## src/design/bezier_point_antialias_splat_macros.svh

```systemverilog
// ----------------------------------------------------------------------------
// bezier point splat assertion macros
// shared concurrent assertion forms for the splat design
// ----------------------------------------------------------------------------
`ifndef BEZIER_POINT_ANTIALIAS_SPLAT_MACROS_SVH
`define BEZIER_POINT_ANTIALIAS_SPLAT_MACROS_SVH

// property must hold at every edge outside reset
`define BPAS_ASSERT(lbl, clk, rst_n, prop, msg) \
    lbl: assert property (@(posedge clk) disable iff (!rst_n) prop) else $error(msg);

// condition must never be seen outside reset
`define BPAS_NEVER(lbl, clk, rst_n, cond, msg) \
    lbl: assert property (@(posedge clk) disable iff (!rst_n) !(cond)) else $error(msg);

`endif

```

## src/design/bpas_pkg.sv

```systemverilog
// ----------------------------------------------------------------------------
// bpas_pkg
// types and constants shared by the bezier point splat modules
// ----------------------------------------------------------------------------
package bpas_pkg;

    localparam int COORD_W       = 10;
    localparam int INTEN_W       = 8;
    localparam int T_W           = 17;
    localparam int T_BITS        = 16;
    localparam int NUM_PTS       = 4;
    localparam int NUM_NBR       = 9;
    localparam int CFG_REG_COUNT = 8;
    localparam int CFG_IDX_W     = 8;
    localparam int CFG_DATA_W    = 16;

    localparam logic [T_W-1:0] T_ONE = T_W'(1) << T_BITS;

    // register indexes
    localparam logic [CFG_IDX_W-1:0] CFG_CTRL0_X = 8'd0;
    localparam logic [CFG_IDX_W-1:0] CFG_CTRL0_Y = 8'd1;
    localparam logic [CFG_IDX_W-1:0] CFG_CTRL1_X = 8'd2;
    localparam logic [CFG_IDX_W-1:0] CFG_CTRL1_Y = 8'd3;
    localparam logic [CFG_IDX_W-1:0] CFG_CTRL2_X = 8'd4;
    localparam logic [CFG_IDX_W-1:0] CFG_CTRL2_Y = 8'd5;
    localparam logic [CFG_IDX_W-1:0] CFG_CTRL3_X = 8'd6;
    localparam logic [CFG_IDX_W-1:0] CFG_CTRL3_Y = 8'd7;

    typedef logic [COORD_W-1:0] coord_t;
    typedef logic [INTEN_W-1:0] inten_t;

    typedef struct packed {
        logic [NUM_PTS-1:0][COORD_W-1:0] x;
        logic [NUM_PTS-1:0][COORD_W-1:0] y;
    } ctrl_pts_t;

    // nine candidate pixels of one t, in visit order
    typedef struct packed {
        logic [NUM_NBR-1:0]              mask;
        logic [NUM_NBR-1:0][COORD_W-1:0] x;
        logic [NUM_NBR-1:0][COORD_W-1:0] y;
        logic [NUM_NBR-1:0][INTEN_W-1:0] inten;
    } cand_t;

endpackage

```

## src/design/bpas_emit.sv

```systemverilog
// ----------------------------------------------------------------------------
// bpas_emit
// holds one candidate set; one covered pixel per cycle while m_tready is high
// ----------------------------------------------------------------------------
`include "bezier_point_antialias_splat_macros.svh"

module bpas_emit
    import bpas_pkg::*;
(
    input  logic        clk,
    input  logic        rst_n,
    input  logic        in_valid,
    output logic        in_ready,
    input  cand_t       cand,
    output logic        m_tvalid,
    input  logic        m_tready,
    output logic [31:0] m_tdata,
    output logic        m_tlast
);

    logic               hold_valid_reg;
    logic               hold_valid_next;
    logic [NUM_NBR-1:0] pend_reg;
    logic [NUM_NBR-1:0] pend_next;
    cand_t              hold_reg;
    logic               m_tvalid_reg;
    logic               m_tvalid_next;
    coord_t             pixel_x_reg;
    coord_t             pixel_y_reg;
    inten_t             inten_reg;
    logic               last_reg;

    logic               out_free;
    logic               take;
    logic               load;
    logic [NUM_NBR-1:0] low;
    logic [NUM_NBR-1:0] rest;
    logic [3:0]         sel;

    assign out_free = !m_tvalid_reg || m_tready;
    assign take     = hold_valid_reg && out_free;
    assign low      = pend_reg & (~pend_reg + NUM_NBR'(1));
    assign rest     = pend_reg & ~low;
    assign in_ready = !hold_valid_reg || (take && (rest == '0));
    assign load     = in_valid && in_ready;

    // lowest pending candidate goes first
    always_comb
    begin
        sel = '0;
        for (int n = NUM_NBR - 1; n >= 0; n--)
        begin
            if (pend_reg[n])
            begin
                sel = 4'(n);
            end
        end
    end

    always_comb
    begin
        hold_valid_next = hold_valid_reg;
        pend_next       = pend_reg;
        m_tvalid_next   = m_tvalid_reg;
        if (out_free)
        begin
            m_tvalid_next = take;
        end
        if (take)
        begin
            pend_next       = rest;
            hold_valid_next = (rest != '0);
        end
        if (load)
        begin
            pend_next       = cand.mask;
            hold_valid_next = (cand.mask != '0);
        end
    end

    always_ff @(posedge clk or negedge rst_n)
    begin
        if (!rst_n)
        begin
            hold_valid_reg <= 1'b0;
            pend_reg       <= '0;
            m_tvalid_reg   <= 1'b0;
        end
        else
        begin
            hold_valid_reg <= hold_valid_next;
            pend_reg       <= pend_next;
            m_tvalid_reg   <= m_tvalid_next;
        end
    end

    always_ff @(posedge clk)
    begin
        if (load)
        begin
            hold_reg <= cand;
        end
        if (take)
        begin
            pixel_x_reg <= hold_reg.x[sel];
            pixel_y_reg <= hold_reg.y[sel];
            inten_reg   <= hold_reg.inten[sel];
            last_reg    <= (rest == '0);
        end
    end

    assign m_tvalid = m_tvalid_reg;
    assign m_tdata  = {4'd0, inten_reg, pixel_y_reg, pixel_x_reg};
    assign m_tlast  = last_reg;

    `BPAS_ASSERT(a_hold_has_work, clk, rst_n, hold_valid_reg |-> (pend_reg != '0), "held set without pending pixel")
    `BPAS_ASSERT(a_load_covered, clk, rst_n, (load && (cand.mask != '0)) |=> hold_valid_reg, "covered set not held")
    `BPAS_ASSERT(a_out_from_hold, clk, rst_n, $rose(m_tvalid_reg) |-> $past(hold_valid_reg), "item sent without held set")

endmodule

```

## config.mk

```make
export PLATFORM = sky130hd
export DESIGN_NAME = bpas_emit
export DESIGN_NICKNAME = d
export VERILOG_FILES = /design/src/design/bpas_pkg.sv /design/src/design/bpas_emit.sv
export VERILOG_INCLUDE_DIRS = /design/src /design/src/design
export SDC_FILE = /design/constraint.sdc
export NUM_CORES = 1
export LEC_CHECK = 0
export BUFFER_PORTS_ARGS = -buffer_cell sky130_fd_sc_hd__buf_2
export CORE_ASPECT_RATIO = 0.9
export CORE_MARGIN = 2
export CORE_UTILIZATION = 57
export CTS_CLUSTER_DIAMETER = 200
export DETAILED_ROUTE_END_ITERATION = 6
export GPL_TIMING_DRIVEN = 0
export PLACE_DENSITY = 0.93
export SYNTH_ARGS = -nofsm -noshare
export SYNTH_HDL_FRONTEND = slang
export SYNTH_SLANG_ARGS = --single-unit
```

## constraint.sdc

```tcl
create_clock -name clk -period 19.1 [get_ports clk]
set_input_delay 0.955 -clock clk [delete_from_list [all_inputs] [get_ports clk]]
set_output_delay 0.955 -clock clk [all_outputs]
set_load 0.01 [all_outputs]
```

==> results.cfg, run 1 <==
[run_status]
outcome = complete, no violations

[routing]
drt-vias-per-instance = 6.12
dr_total_vias = 8496
postRouteWirelength_um = 32300
drt-pass1-iter-count = 5
drtAntennaViolNets = 0
initialDrtViolationCount = 793
route.detailed.drc = 0
wl_per_cell_um = 23.3

[yosys]
yosysMostFrequentCell = edfxtp_1
synthMuxAreaShare = 0.0251
ys_seq_elements = 292
synth_top_family_by_area = compound AO/OA/AOI/OAI gates
synth_cell_types = 46
seq_area_frac_synth = 0.756
post_synth_fa_ha_maj_area_fraction = 0.000868
ys_top_cells_by_area = edfxtp_1, a211oi_1, dfrtp_1
syn-mean-instance-area_um2 = 15.2
synth_ff_type = edfxtp_1
syn_inst = 759
synthArstFlopShare = 0.0377
netlist.area_leader.share = 0.732
yosys-top-cells-count = edfxtp_1, o21ai_0, a21oi_1
synth_edf_count = 281
ys_warn_count = 0
syn_area_um2 = 11500
yosys.area.top_type = edfxtp_1
synth-compound-area-share = 0.123
synth-xor-area-share = 0
synth-simple-area-share = 0.0694

[cells_and_area]
syn_to_final_growth_pct = 25.6
fin_util = 0.727
fin_nets = 1368
multiInputGateArea_um2 = 2530
drive_above_1_share = 0.348
regArea_um2 = 8710
fillCellCount = 1244
final_cells = 1388
largest_reg_flops = 252

[cts]
cts_buffers = 29
clock-sinks = 292
post_cts_buffers = 0
postCtsResizedCells = 0
cts_tree = yes
cts_max_level = 1
clock_latency_ns = 0.54
clk_pin_slew_worst_paths_ns = 0.06
cts_hold_buf = 0
root_buffer = clkbuf_16
cts_buffer_depth = 3

[floorplanning]
die_h_um = 139
io_pins = 300
rows = 49
core-area_um2 = 19900
die_area_um2 = 21400
initial_core_util = 0.578
fp.dieW_um = 154

[worst_setup_path]
required_ns = 19.35
worst-path-buf-inv = 7
r2r-end = hold_reg[76]$_DFFE_PP_
r2r_start = pend_reg[3]$_DFFE_PN0P_
rrSetupSlack_ns = 15.56
cp_cell_sequence = buf_6 -> or4_4 -> a2111oi_4 -> a21oi_2 -> o31ai_4 -> buf_8 -> buf_8 -> buf_8 -> buf_8 -> buf_8 -> buf_16
setup.worst_path.end_class = flip-flop
reg2reg_depth = 11
startpoint_type = flip-flop
cp.arrival_ns = 3.78
crit_type = flip-flop to flip-flop
cp_max_fo = 21
max_stage_delay_ns = 0.57
cp_common_cell = buf_8
slowest_stage = or4_4
path_delay_family = buffers and inverters

[power_and_ir_drop]
p_total_w = 0.00277
leakagePower_nw = 5.40
peakVddDrop_mv = 0.105
p_per_area_nw_per_um2 = 191

[sta]
hold-worst-slack_ns = 0.287
finalMaxSlewViolations = 0
fin_crit_ns = 3.54
max_freq_mhz = 283
skew_ns = 0.0134
report.final.hold_viol_count = 0
final.setup.tns_ns = 0
rsz0062_at_grt = false
slew-limit-headroom = 0.192
fin_crit_sh = 0.185
tightest_slew_ns = 1.20
finalSetupViolCount = 0

[placement]
gp_congestion = 0.873
place_hpwl_um = 22800
port_buffers = 295
placed_cells = 1327

[grt]
antenna_found_initial = 8
grt_pass1_wl_um = 47700
grt_usage = 0.297
gr-total-overflow = 0
grt_pass1_vias = 8733
grt_max_degree = 33

[hold_path]
hp-class = input port to asynchronous set/reset pin

[job]
maxCapViolations = 0
==> through the flow <==
| stage | worst slack (ns) | area, µm² |
|---|---|---|
| global route | 15.39 | 14500 |
| floorplan | 10.54 | 11500 |
| finish | 15.56 | 14500 |
| detailed placement | 15.59 | 13600 |
| CTS | 15.57 | 14500 |
| global placement | 8.50 | 13300 |
==> report_power, final <==
part,internal (W),switching (W)
Clock,0.000293,0.000231
Sequential,0.00101,0.0000611
Combinational,0.000394,0.000785
==> worst reg2reg max path, stage by stage, from the launching register on <==
cell and delay, ns:
dfrtp_1 0.39, buf_6 0.15, or4_4 0.57, a2111oi_4 0.23, a21oi_2 0.12, o31ai_4 0.48
buf_8 0.26, buf_8 0.21, buf_8 0.20, buf_8 0.22, buf_8 0.22, buf_16 0.18
==> worst max path at each step <==
| stage | startpoint | depth (start not counted) | end |
|---|---|---|---|
| 2_1_floorplan | pend_reg[3]$_DFFE_PN0P_ | 6 | pend_reg[1]$_DFFE_PN0P_ |
| 3_3_place_gp | pend_reg[3]$_DFFE_PN0P_ | 6 | pend_reg[2]$_DFFE_PN0P_ |
| 3_5_place_dp | pend_reg[3]$_DFFE_PN0P_ | 11 | hold_reg[76]$_DFFE_PP_ |
| 4_1_cts | pend_reg[3]$_DFFE_PN0P_ | 11 | hold_reg[76]$_DFFE_PP_ |
| 5_1_grt | pend_reg[4]$_DFFE_PN0P_ | 11 | hold_reg[76]$_DFFE_PP_ |
| 6_report | pend_reg[3]$_DFFE_PN0P_ | 11 | hold_reg[76]$_DFFE_PP_ |
==> area by class of cell <==
| cell class | count | area share |
|---|---|---|
| flip-flops and latches | 292 | 0.602 |
| multi-input cells | 400 | 0.175 |
| repair buffers | 310 | 0.120 |
| clock buffers | 36 | 0.0519 |
| well taps | 255 | 0.0220 |
| plain buffers | 63 | 0.0187 |
| clock inverters | 17 | 0.00786 |
| inverters | 7 | 0.00181 |
| diodes | 8 | 0.00138 |
==> layout by cell type (no fill, tap or decap), types with 2 or more instances in the layout <==
| master | n |
|---|---|
| clkinv_2 | 3 |
| nand3_1 | 47 |
| nor2_1 | 8 |
| o22ai_1 | 28 |
| diode_2 | 8 |
| buf_2 | 301 |
| a21o_1 | 6 |
| buf_1 | 4 |
| a211oi_1 | 39 |
| o21ai_0 | 53 |
| buf_6 | 2 |
| buf_4 | 5 |
| conb_1 | 4 |
| nor4_1 | 8 |
| nand4_1 | 23 |
| and3_1 | 16 |
| clkinv_1 | 9 |
| o2111ai_1 | 23 |
| o211a_1 | 2 |
| nand2b_1 | 5 |
| clkbuf_1 | 54 |
| edfxtp_1 | 281 |
| nor3_1 | 4 |
| inv_1 | 6 |
| o311a_1 | 2 |
| or4_1 | 2 |
| dfrtp_1 | 11 |
| mux2_2 | 23 |
| mux2_4 | 2 |
| o31ai_1 | 2 |
| a21oi_1 | 48 |
| clkbuf_16 | 29 |
| o21ai_1 | 4 |
| buf_8 | 11 |
| inv_6 | 3 |
| nand2_1 | 35 |
| buf_16 | 3 |
==> kinds of logic (layout without fill, tap and decap cells) <==
kind of cell             Yosys count  count (layout)
AND/OR/NAND/NOR                  153             153
AO/OA/AOI/OAI                    217             217
multiplexers                      25              25
buffers and inverters             70             433
adder cells (fa/ha/maj)            1               1
other                              1              12
flip-flops                       292             292
==> per-layer routing <==
metal	global-route usage	part of all wire	vias up
met1	0.379	0.37	4025
li1	-	-	3747
met2	0.496	0.49	623
met3	0.0616	0.10	101
met5	0	0	-
met4	0.135	0.043	0
Note: power is estimated with default switching activity, not from simulation.
==> run 2, diff against run 1 <==
--- a/config.mk
+++ b/config.mk
@@ -9,11 +9,11 @@
 export BUFFER_PORTS_ARGS = -buffer_cell sky130_fd_sc_hd__buf_2
 export CORE_ASPECT_RATIO = 0.9
 export CORE_MARGIN = 2
-export CORE_UTILIZATION = 57
+export CORE_UTILIZATION = 53
 export CTS_CLUSTER_DIAMETER = 200
 export DETAILED_ROUTE_END_ITERATION = 6
 export GPL_TIMING_DRIVEN = 0
-export PLACE_DENSITY = 0.93
+export PLACE_DENSITY = 0.88
 export SYNTH_ARGS = -nofsm -noshare
 export SYNTH_HDL_FRONTEND = slang
 export SYNTH_SLANG_ARGS = --single-unit
==> constraint.sdc (replaced) <==
create_clock -name clk -period 3.7 [get_ports clk]
set_input_delay 0.185 -clock clk [delete_from_list [all_inputs] [get_ports clk]]
set_output_delay 0.185 -clock clk [all_outputs]
set_load 0.01 [all_outputs]
==> run 2 against run 1 <==
Setup slack worse by 15 ns. Critical path depth is 1 higher. Utilization is 7.8 points higher. Combinational power grew to 5.7 times the previous value. Critical endpoint is now hold_reg[104]$_DFFE_PP_. First-iteration DRC count rose by 52%. Non-clock buffer count grew 267. Total power rose to 5.6 times the previous value. Cell count increased by 21%. Register-to-register slack got worse by 15 ns. Clock-buffer cell count up 3. Sequential power grew to 5.2 times the previous value. Clock skew rose by 0.0070 ns.
==> results.cfg, run 2 (synthesis gave the netlist of run 1 again) <==
[cells_and_area]
final_cells = 1686
fillCellCount = 1171
largest_reg_flops = 252
final_cell_mix = buf_2, edfxtp_1, dlygate4sd3_1
final_common_cell = buf_2
syn_to_final_growth_pct = 50.1
multiInputGateArea_um2 = 2530
regArea_um2 = 8710
fin_util = 0.804
drive_above_1_share = 0.288
fin_nets = 1635

[power_and_ir_drop]
peakVddDrop_mv = 0.450
combPwrFrac = 0.440
p_switching_w = 0.00624
leakagePower_nw = 6.58
p_per_area_nw_per_um2 = 891
switching_share = 0.405
clkPwrFrac = 0.196
internal-power_w = 0.00917
p_seq_frac = 0.364

[routing]
dr_total_vias = 10300
drt-vias-per-instance = 6.10
postRouteWirelength_um = 43500
route.detailed.drc = 0
initialDrtViolationCount = 1208
wl_per_cell_um = 25.8
drt-pass1-iter-count = 6
drtAntennaViolNets = 0

[worst_setup_path]
startpoint_type = flip-flop
slowest_stage = or3_1
cp.arrival_ns = 3.74
setup.worst_path.end_class = flip-flop
cp_max_fo = 23
crit_type = flip-flop to flip-flop
cp_common_cell = buf_8
max_stage_delay_ns = 0.42
required_ns = 3.95
cp_cell_sequence = clkbuf_1 -> or3_1 -> a211oi_1 -> nor3_1 -> o31ai_4 -> buf_4 -> buf_8 -> buf_16 -> buf_8 -> buf_16 -> buf_8 -> buf_8
reg2reg_depth = 12

[cts]
clock_latency_ns = 0.57
cts_buffer_depth = 3
root_buffer = clkbuf_16
cts_max_level = 1
clk_pin_slew_worst_paths_ns = 0.07
clock-sinks = 292
cts_tree = yes
cts_buffers = 29
postCtsResizedCells = 0

[sta]
finalSetupViolCount = 0
rsz0062_at_grt = false
report.final.hold_viol_count = 0
final.setup.tns_ns = 0
layout_setup_ws_ns = 0.216
fin_crit_sh = 0.941
max_freq_mhz = 287
tightest_slew_ns = 1.19
hold-worst-slack_ns = 0.0633
skew_ns = 0.0204
fin_crit_ns = 3.48
finalMaxSlewViolations = 0
slew-limit-headroom = 0.200

[grt]
grt_max_degree = 33
grt_pass1_wl_um = 62700
grt_usage = 0.371
grt_pass1_vias = 10900
antenna_found_initial = 3
gr-total-overflow = 0

[floorplanning]
initial_core_util = 0.536
die_area_um2 = 22900
fp.dieW_um = 159
io_pins = 300
rows = 51
core-area_um2 = 21500
die_h_um = 144

[placement]
placed_cells = 1363
place_hpwl_um = 22900
gp_congestion = 0.866
dp_slack_ns = 0.0801
port_buffers = 295

[run_status]
outcome = complete, no violations

[hold_path]
hp-class = input port to asynchronous set/reset pin

[job]
maxCapViolations = 0
==> run 2: layout make-up <==
class / instances / share of cell area
Tap cell: 291 / 0.0211
Sequential cell: 292 / 0.504
Clock buffer: 39 / 0.0470
Antenna cell: 3 / 0.000434
Timing Repair Buffer: 577 / 0.256
Clock inverter: 14 / 0.00817
Multi-Input combinational cell: 400 / 0.146
Buffer: 63 / 0.0156
Inverter: 7 / 0.00152
==> run 2: routing by layer <==
metal | GRT usage | part of all wire
met5 | 0 | 0
met4 | 0.249 | 0.073
met3 | 0.0912 | 0.10
met1 | 0.406 | 0.33
met2 | 0.651 | 0.50
==> run 2: critical path: cells and delay by family, from the launching register on <==
family                 cells  cell delay [ns]
AOI/OAI and AO/OA          2             0.58
buffers and inverters      8             1.60
DFF                        1             0.38
and+or+nand+nor            2             0.58
==> run 2: timing repair <==
action | CTS | global route
hold buffers | 265 | 0
endpoints found under the hold margin | 274 | 0
setup buffers | 0 | 2
endpoints found under the setup margin | 0 | 18
==> run 2: per-stage QoR <==
stage                     area [µm²]  total power [W]
after floorplan                11500          0.00942
after global placement         13400           0.0113
after detailed placement       13700           0.0116
after CTS                      17300           0.0148
after global routing           17300           0.0159
final                          17300           0.0154
==> run 2: worst paths after layout <==
check,from,to,slack (ns)
worst max-delay path,pend_reg[4]$_DFFE_PN0P_,hold_reg[104]$_DFFE_PP_,0.22
worst min-delay path,rst_n,pend_reg[2]$_DFFE_PN0P_,0.06
worst max register to register,pend_reg[4]$_DFFE_PN0P_,hold_reg[104]$_DFFE_PP_,0.22
worst min register to register,hold_valid_reg$_DFFE_PN0P_,m_tvalid$_DFFE_PN0P_,0.55
max in group asynchronous,rst_n,pend_reg[6]$_DFFE_PN0P_,3.41
min in group clk,cand[92],hold_reg[92]$_DFFE_PP_,0.33
==> run 2: power groups by stage <==
stage                     registers (W)  clock network [W]  logic [W]
final                           0.00561            0.00302    0.00677
after global routing            0.00566            0.00314    0.00711
after CTS                       0.00551            0.00294    0.00631
after detailed placement        0.00555                  0    0.00602
after global placement          0.00590                  0    0.00542
after floorplan                 0.00584                  0    0.00359
